==> src/tbcl_pkg.sv <==
package tbcl_pkg;

	// Width of the stored timestamps; differences wrap modulo 2^TIME_WIDTH.
	localparam int TIME_WIDTH = 32;
	localparam int NOW_WIDTH  = 32;
	localparam int CFG_WIDTH  = 16;
	localparam int IDX_WIDTH  = 2;
	localparam int NUM_BTN    = 3;

	// Configuration register indexes.
	localparam logic [IDX_WIDTH-1:0] REG_SAMPLE_INTERVAL = 2'd0;
	localparam logic [IDX_WIDTH-1:0] REG_CLICK_WINDOW    = 2'd1;
	localparam logic [IDX_WIDTH-1:0] REG_HOLD_TIME       = 2'd2;

	// Reset values of the configuration registers.
	localparam logic [CFG_WIDTH-1:0] RST_SAMPLE_INTERVAL = 16'd100;
	localparam logic [CFG_WIDTH-1:0] RST_CLICK_WINDOW    = 16'd1000;
	localparam logic [CFG_WIDTH-1:0] RST_HOLD_TIME       = 16'd1000;

	// Per-button class.
	localparam logic [1:0] CLS_IDLE    = 2'd0;
	localparam logic [1:0] CLS_CLICK   = 2'd1;
	localparam logic [1:0] CLS_PRESSED = 2'd2;
	localparam logic [1:0] CLS_LONG    = 2'd3;

	// Combined action codes.
	localparam logic [3:0] CODE_NONE        = 4'd0;
	localparam logic [3:0] CODE_ALL_PRESSED = 4'd10;
	localparam logic [3:0] CODE_ALL_LONG    = 4'd11;

	// Each button's codes start at base + class (start-stop, next, previous).
	localparam logic [3:0] BTN_BASE [NUM_BTN] = '{4'd0, 4'd3, 4'd6};

	typedef struct packed {
		logic [CFG_WIDTH-1:0] sample_interval;
		logic [CFG_WIDTH-1:0] click_window;
		logic [CFG_WIDTH-1:0] hold_time;
	} cfg_t;

	// Per-request control shared by all button units.
	typedef struct packed {
		logic                  fire;
		logic                  mark;
		logic                  once;
		logic [TIME_WIDTH-1:0] now;
	} btn_ctl_t;

endpackage

==> src/tbcl_cfg.sv <==
module tbcl_cfg (
	input  logic                          clk,
	input  logic                          arst_n,
	input  logic                          wr_en,
	input  logic [tbcl_pkg::IDX_WIDTH-1:0] wr_index,
	input  logic [tbcl_pkg::CFG_WIDTH-1:0] wr_data,
	output tbcl_pkg::cfg_t                cfg
);
	import tbcl_pkg::*;

	cfg_t cfg_q;

	// Register file; writes to unknown indexes are dropped.
	always_ff @(posedge clk or negedge arst_n) begin
		if (!arst_n) begin
			cfg_q.sample_interval <= RST_SAMPLE_INTERVAL;
			cfg_q.click_window    <= RST_CLICK_WINDOW;
			cfg_q.hold_time       <= RST_HOLD_TIME;
		end else if (wr_en) begin
			case (wr_index)
				REG_SAMPLE_INTERVAL: cfg_q.sample_interval <= wr_data;
				REG_CLICK_WINDOW:    cfg_q.click_window    <= wr_data;
				REG_HOLD_TIME:       cfg_q.hold_time       <= wr_data;
				default: ;
			endcase
		end
	end

	assign cfg = cfg_q;

endmodule

==> src/tbcl_btn.sv <==
module tbcl_btn (
	input  logic               clk,
	input  logic               arst_n,
	input  tbcl_pkg::btn_ctl_t ctl,
	input  tbcl_pkg::cfg_t     cfg,
	input  logic               level,
	output logic [1:0]         cls
);
	import tbcl_pkg::*;

	logic [TIME_WIDTH-1:0] chk_q, press_q, rel_q;
	logic                  down_q, handled_q, clicked_q;

	logic [TIME_WIDTH-1:0] since_chk, since_press, since_rel;
	logic [TIME_WIDTH-1:0] press_n, rel_n;
	logic                  do_sample, down_n, in_window, is_long;
	logic                  handled_n, clicked_n;

	// Resample decision and the updated sample state.
	always_comb begin
		since_chk = ctl.now - chk_q;
		do_sample = since_chk > TIME_WIDTH'(cfg.sample_interval);
		down_n    = do_sample ? level : down_q;
		press_n   = (do_sample && level) ? ctl.now : press_q;
		rel_n     = (do_sample && !level) ? ctl.now : rel_q;
	end

	// Window and hold checks against the freshly updated times.
	always_comb begin
		since_press = ctl.now - press_n;
		since_rel   = ctl.now - rel_n;
		in_window   = since_press < TIME_WIDTH'(cfg.click_window);
		is_long     = since_rel > TIME_WIDTH'(cfg.hold_time);
	end

	// Classification; a handled button stays silent until released and out of window.
	always_comb begin
		handled_n = handled_q;
		clicked_n = clicked_q;
		cls       = CLS_IDLE;
		if (ctl.mark) begin
			handled_n = 1'b1;
		end else if (handled_q) begin
			handled_n = down_n || in_window;
		end else if (down_n) begin
			clicked_n = 1'b0;
			cls       = is_long ? CLS_LONG : CLS_PRESSED;
		end else if (in_window && (!ctl.once || !clicked_q)) begin
			if (ctl.once) begin
				clicked_n = 1'b1;
			end
			cls = CLS_CLICK;
		end
	end

	// State update, once per request.
	always_ff @(posedge clk or negedge arst_n) begin
		if (!arst_n) begin
			chk_q     <= '0;
			press_q   <= '0;
			rel_q     <= '0;
			down_q    <= 1'b0;
			handled_q <= 1'b0;
			clicked_q <= 1'b0;
		end else if (ctl.fire) begin
			handled_q <= handled_n;
			clicked_q <= clicked_n;
			if (!ctl.mark && do_sample) begin
				chk_q  <= ctl.now;
				down_q <= down_n;
				press_q <= press_n;
				rel_q  <= rel_n;
			end
		end
	end

	// A mark request always leaves the button handled.
	a_mark_sets: assert property (@(posedge clk) disable iff (!arst_n)
		ctl.fire && ctl.mark |=> handled_q)
		else $error("mark request did not set handled flag");

	// A button that reports anything was not handled.
	a_handled_silent: assert property (@(posedge clk) disable iff (!arst_n)
		ctl.fire && (cls != CLS_IDLE) |-> !handled_q && !ctl.mark)
		else $error("handled button reported a class");

	// A pressed or long class clears the click-reported bit.
	a_press_clears: assert property (@(posedge clk) disable iff (!arst_n)
		ctl.fire && cls[1] |=> !clicked_q)
		else $error("pressed button kept its click-reported bit");

endmodule

==> src/three_button_click_long_press_classifier_top.sv <==
// Channel  Handshake             Payload
// in       in_valid / in_stall   action, now_ms, start_stop_down, next_down,
//                                previous_down, report_once
// out      out_valid / out_stall action_code
// cfg      cfg_valid / cfg_ready cfg_index, cfg_data
//
// One request is taken every cycle while the output side keeps up; the
// per-button state update is a loop closed through its state registers, which sets that rate.
// A request lands in the input register at the edge that takes it; the
// result register then loads its code, which is offered on action_code.
// Reset (arst_n low) clears all button state and loads the configuration
// defaults. A stalled result holds the input register, and in_stall rises
// only while that register is occupied. cfg_ready is always high.
module three_button_click_long_press_classifier_top (
	input  logic                           clk,
	input  logic                           arst_n,
	input  logic                           in_valid,
	output logic                           in_stall,
	input  logic                           action,
	input  logic [tbcl_pkg::NOW_WIDTH-1:0] now_ms,
	input  logic                           start_stop_down,
	input  logic                           next_down,
	input  logic                           previous_down,
	input  logic                           report_once,
	output logic                           out_valid,
	input  logic                           out_stall,
	output logic [3:0]                     action_code,
	input  logic                           cfg_valid,
	output logic                           cfg_ready,
	input  logic [tbcl_pkg::IDX_WIDTH-1:0] cfg_index,
	input  logic [tbcl_pkg::CFG_WIDTH-1:0] cfg_data
);
	import tbcl_pkg::*;

	cfg_t                 cfg;
	btn_ctl_t             ctl;
	logic                 valid_s1, advance;
	logic                 action_s1, once_s1;
	logic [NOW_WIDTH-1:0] now_s1;
	logic [NUM_BTN-1:0]   level_s1;
	logic [1:0]           cls [NUM_BTN];
	logic [3:0]           code_n, code_q;
	logic                 out_valid_q;

	assign cfg_ready = 1'b1;

	tbcl_cfg u_cfg (
		.clk      (clk),
		.arst_n   (arst_n),
		.wr_en    (cfg_valid && cfg_ready),
		.wr_index (cfg_index),
		.wr_data  (cfg_data),
		.cfg      (cfg)
	);

	// Flow control: the input register moves on whenever the result register frees up.
	assign advance  = !out_valid_q || !out_stall;
	assign in_stall = valid_s1 && !advance;

	always_ff @(posedge clk or negedge arst_n) begin
		if (!arst_n) begin
			valid_s1 <= 1'b0;
		end else if (!in_stall) begin
			valid_s1 <= in_valid;
		end
	end

	always_ff @(posedge clk) begin
		if (in_valid && !in_stall) begin
			action_s1 <= action;
			now_s1    <= now_ms;
			once_s1   <= report_once;
			level_s1  <= {previous_down, next_down, start_stop_down};
		end
	end

	// Control for the button units.
	always_comb begin
		ctl.fire = valid_s1 && advance;
		ctl.mark = action_s1;
		ctl.once = once_s1;
		ctl.now  = TIME_WIDTH'(now_s1);
	end

	for (genvar b = 0; b < NUM_BTN; b++) begin : g_btn
		tbcl_btn u_btn (
			.clk    (clk),
			.arst_n (arst_n),
			.ctl    (ctl),
			.cfg    (cfg),
			.level  (level_s1[b]),
			.cls    (cls[b])
		);
	end

	// Combined code: all three held first, then start-stop, next, previous.
	always_comb begin
		code_n = CODE_NONE;
		if (cls[0][1] && cls[1][1] && cls[2][1]) begin
			code_n = (cls[0] == CLS_LONG && cls[1] == CLS_LONG && cls[2] == CLS_LONG)
				? CODE_ALL_LONG : CODE_ALL_PRESSED;
		end else if (cls[0] != CLS_IDLE) begin
			code_n = BTN_BASE[0] + 4'(cls[0]);
		end else if (cls[1] != CLS_IDLE) begin
			code_n = BTN_BASE[1] + 4'(cls[1]);
		end else if (cls[2] != CLS_IDLE) begin
			code_n = BTN_BASE[2] + 4'(cls[2]);
		end
	end

	// Result register.
	always_ff @(posedge clk or negedge arst_n) begin
		if (!arst_n) begin
			out_valid_q <= 1'b0;
		end else if (advance) begin
			out_valid_q <= valid_s1;
		end
	end

	always_ff @(posedge clk) begin
		if (ctl.fire) begin
			code_q <= code_n;
		end
	end

	assign out_valid   = out_valid_q;
	assign action_code = code_q;

	// The input side stalls only with an occupied input register.
	a_stall_occupied: assert property (@(posedge clk) disable iff (!arst_n)
		in_stall |-> valid_s1)
		else $error("input stalled with empty input register");

	// A mark request yields no action.
	a_mark_none: assert property (@(posedge clk) disable iff (!arst_n)
		ctl.fire && action_s1 |=> out_valid && action_code == CODE_NONE)
		else $error("mark request produced an action code");

	// Codes stay within the defined range.
	a_code_range: assert property (@(posedge clk) disable iff (!arst_n)
		ctl.fire |-> code_n <= CODE_ALL_LONG)
		else $error("action code out of range");

endmodule

==> config.mk <==
export PLATFORM = sky130hd
export DESIGN_NAME = three_button_click_long_press_classifier_top
export DESIGN_NICKNAME = d
export VERILOG_FILES = /design/src/tbcl_pkg.sv /design/src/tbcl_cfg.sv /design/src/tbcl_btn.sv /design/src/three_button_click_long_press_classifier_top.sv
export SDC_FILE = /design/constraint.sdc
export NUM_CORES = 2
export LEC_CHECK = 0
export BUFFER_PORTS_ARGS = -buffer_cell sky130_fd_sc_hd__clkbuf_2
export CAP_MARGIN = 20
export CORE_MARGIN = 2
export CORE_UTILIZATION = 50
export CTS_BUF_LIST = sky130_fd_sc_hd__clkbuf_2
export CTS_CLUSTER_SIZE = 16
export DETAILED_ROUTE_END_ITERATION = 8
export GPL_TIMING_DRIVEN = 0
export PLACE_DENSITY = 0.69
export SLEW_MARGIN = 20
export SYNTH_ARGS = -nofsm -noshare
export SYNTH_HDL_FRONTEND = slang
export SYNTH_SLANG_ARGS = --single-unit
==> constraint.sdc <==
create_clock -name clk -period 15.45 [get_ports clk]
set_input_delay 0 -clock clk [delete_from_list [all_inputs] [get_ports clk]]
set_output_delay 0 -clock clk [all_outputs]
set_load 0.01 [all_outputs]
==> summary.md <==
| Metric | Value |
|---|---|
| Final min period | `14.47 ns` |
| Post-route DRC violation count | `0` |
| # H-tree levels | `3` |
| Via density per instance | `6.140` |
| Setup tns final | `0 ns` |
| Leakage | `18.08 nW` |
| Drt total wl | `118500 um` |
| HPWL after DPL | `87180 um` |
| DIE HEIGHT | `269.8 um` |
| Primary FF master, synth | `dfrtp_1` |
| GRT Total Usage | `31.85%` |
| Seq/Total Area, Yosys | `28.13%` |
| Post-synthesis instance total | `4120` |
| Rows | `97` |
| Min-delay worst type | `in2reg` |
| Cells after DPL | `5132` |
| Initial antenna violation count | `5` |
| GP Congestion | `0.9804` |
| Power Internal | `2.753 mW` |
| Synth cell types | `94` |
| Num CTS Buffers | `106` |
| Combinational Power Share | `55.6%` |
| Routed Antenna Nets | `0` |
| Clk sinks | `388` |
| DRT Pass-1 Iters | `6` |
| CP max FO | `16` |
| Fmax | `0.06910 GHz` |
| Final-report max-slew violation count | `0` |
| Synth Register Bits | `388` |
| Yosys top cell by area | `dfrtp_1` |
| Drt wl/cell | `21.53 um` |
| Vias | `33.80k` |
| Fin worst setup slack | `0.9777 ns` |
| Critical Path Slowest Stage Cell | `clkbuf_1` |
| Syn nets | `4603` |
| First-pass GRT wire length | `181300 um` |
| Synthesis-to-layout area growth | `12.81%` |
| Core Area | `0.07003 mm2` |
| Share of layout cells above drive strength 1 | `10.74%` |
| Chip width | `269.8 um` |
| Critical path required time | `16.51 ns` |
| Clock share of power | `16.6%` |
| Most common cell on crit path | `o21ai_0` |
| Slew margin rel. | `18.07%` |
| R2R depth | `47` |
| MaxCap Viol Count | `0` |
| Worst setup SP type | `flop` |
| Top cells by count, synth | `ha_1, nand2_1, o21ai_0` |
| Measured slew at the worst slew-check pin | `1.229 ns` |
| Clock transition at path regs | `0.10 ns` |
| CTS tree | `done` |
| Worst-skew pair later-pin latency | `1.27 ns` |
| Ranking of synthesized cells by area | `dfrtp_1, ha_1, mux2i_1` |
| Register area | `0.009933 mm2` |
| Clock skew | `0.1245 ns` |
| Final-layout fill cell count | `6481` |
| Crit Path Category | `reg2reg` |
| Hold_ws | `0.08847 ns` |
| Largest net degree at the start of global routing | `85` |
| Status | `finished, final reports clean` |
| Net count reported at finish | `4960` |
| Crit. End Element | `flop` |
| Port buffer count | `65` |
| Synth top area share | `23.53%` |
| Die Area | `0.07277 mm2` |
| Starting Density | `50.43%` |
| Total power | `5.015 mW` |
| Worst Hold Depth | `5` |
| Top Ports | `67` |
| Pre-CTS setup slack | `0.5857 ns` |
| Vias in the first global route | `32.63k` |
| NetSw | `2.262 mW` |
| EDFF count, synth | `41` |
| Syn avg cell area | `8.571 um2` |
| Mapped Area | `0.03531 mm2` |
| Setup Viol. Count Final | `0` |
| Max VDD drop | `0.00009595 V` |
| Initial DRC count | `2414` |
| GRT overflow | `0` |
| Seq pwr share | `27.8%` |
| Asr flop ratio synth | `89.43%` |
| Final Cycle Share | `93.67%` |
| RSZ-0062 raised after global routing | `false` |
| CP Data Arrival Time | `15.53 ns` |
| CP max stage delay | `0.69 ns` |
| Most frequent cell after synthesis | `ha_1` |
| Hold Vio Cnt, Final | `0` |
| Yosys warning count | `0` |
| PD cells | `125.9 mW/mm2` |
| Footprint of the multi-input gates | `0.02376 mm2` |
| CTS Root Cell | `clkbuf_2` |
| Post-CTS Resized | `0` |
| Non-Filler Instances | `5504` |
| Longest Clk Path Bufs | `3` |
| Switch share | `45.10%` |
[power by group through the flow]
stage	logic, mW	clock network, mW	registers, mW
final	2.79	0.831	1.40
after global routing	3.09	0.897	1.42
after CTS	2.74	0.843	1.39
after detailed placement	2.68	0	1.41
after global placement	2.63	0	1.40
after floorplan	2.04	0	1.36
[through the flow]
stage                     utilization (%)  area, um2
after CTS                           56.83      39800
final                               56.89      39840
after global routing                56.89      39840
after detailed placement            52.83      37000
after global placement              52.57      36810
after floorplan                         -      35310
[what timing repair did]
item,in CTS,in global routing
hold endpoints to repair,442,0
buffers inserted,0,2
hold buffers,174,0
endpoints found under the setup margin,0,5
[cells by family (layout without fill, tap and decap cells)]
kind of cell,count (synthesis),in the layout,synth area share (%)
buffers and inverters,428,870,4.691
other,1,3,0.01062
multiplexers,334,334,10.02
adder cells (fa/ha/maj),435,435,15.52
flip-flops,388,388,28.13
AO/OA/AOI/OAI,1251,1251,22.51
AND/OR/NAND/NOR,1117,1117,14.99
XOR/XNOR,166,166,4.117
[final timing paths]
| kind | start | end | slack (ns) |
|---|---|---|---|
| setup / recovery | now_s1[0] | action_code[2] | 0.98 |
| hold / removal | cfg_valid | u_cfg.cfg[41] | 0.09 |
| setup reg to reg | now_s1[0] | action_code[2] | 0.98 |
| hold reg to reg | g_btn[0].u_btn.down_q | g_btn[0].u_btn.down_q | 0.48 |
| min in group asynchronous | arst_n | g_btn[1].u_btn.press_q[10] | 0.37 |
| max in group asynchronous | arst_n | u_cfg.cfg[9] | 13.43 |
[critical path, delay by kind of cell (launching register included)]
kind / cells / cell delay (ns)
DFF: 1 / 0.59
adders and majority gates: 5 / 1.59
xor gates and xnor gates: 2 / 0.41
AOI/OAI and AO/OA: 20 / 5.03
and+or+nand+nor: 16 / 4.68
buffers and inverters: 4 / 2.04
[state kept, by name (all words and copies together), names as in the netlist, 3 cells and up]
name and count:
g_btn.u_btn.chk_q 96, g_btn.u_btn.handled_q 3, g_btn.u_btn.rel_q 96, g_btn.u_btn.press_q 96
level_s1 3, g_btn.u_btn.clicked_q 3, action_code 4, u_cfg.cfg 48
now_s1 32, g_btn.u_btn.down_q 3
[layout make-up]
class                      count  share of cell area, %
timing repair buffer         249                  5.694
buffer                       172                  1.749
clock inverter                33                 0.5936
inverter                     256                  2.412
multi-input combinational   3304                  59.64
sequential                   388                  24.94
tap                          940                  2.952
clock buffer                 160                  2.010
antenna                        2                0.01256
[metal layers]
metal / part of all wire (%) / up-vias / track usage (%)
met5: 0 / - / 0
met4: 5.1 / 0 / 16.64
met3: 6.9 / 323 / 4.079
met2: 46 / 1299 / 52.70
met1: 42 / 16280 / 40.72
li1: - / 15890 / -
[cell usage in the layout (no fill, tap or decap), types with 25 or more instances in the layout]
| cell | instances |
|---|---|
| ha_1 | 414 |
| nand2_1 | 388 |
| o21ai_0 | 341 |
| dfrtp_1 | 332 |
| a21oi_1 | 331 |
| nor2_1 | 275 |
| inv_1 | 252 |
| clkbuf_2 | 225 |
| mux2i_1 | 177 |
| dlygate4sd3_1 | 173 |
| mux2_2 | 157 |
| clkbuf_1 | 139 |
| a21o_1 | 124 |
| xnor2_1 | 108 |
| nor3_1 | 71 |
| nand4_1 | 64 |
| nand3_1 | 63 |
| o21a_1 | 58 |
| nand2b_1 | 58 |
| xor2_1 | 57 |
| nor2b_1 | 46 |
| a31oi_1 | 42 |
| edfxtp_1 | 41 |
| a211oi_1 | 33 |
| o21bai_1 | 31 |
| o31ai_1 | 28 |
| clkinv_1 | 25 |
Power figures use the tool's default switching activity.
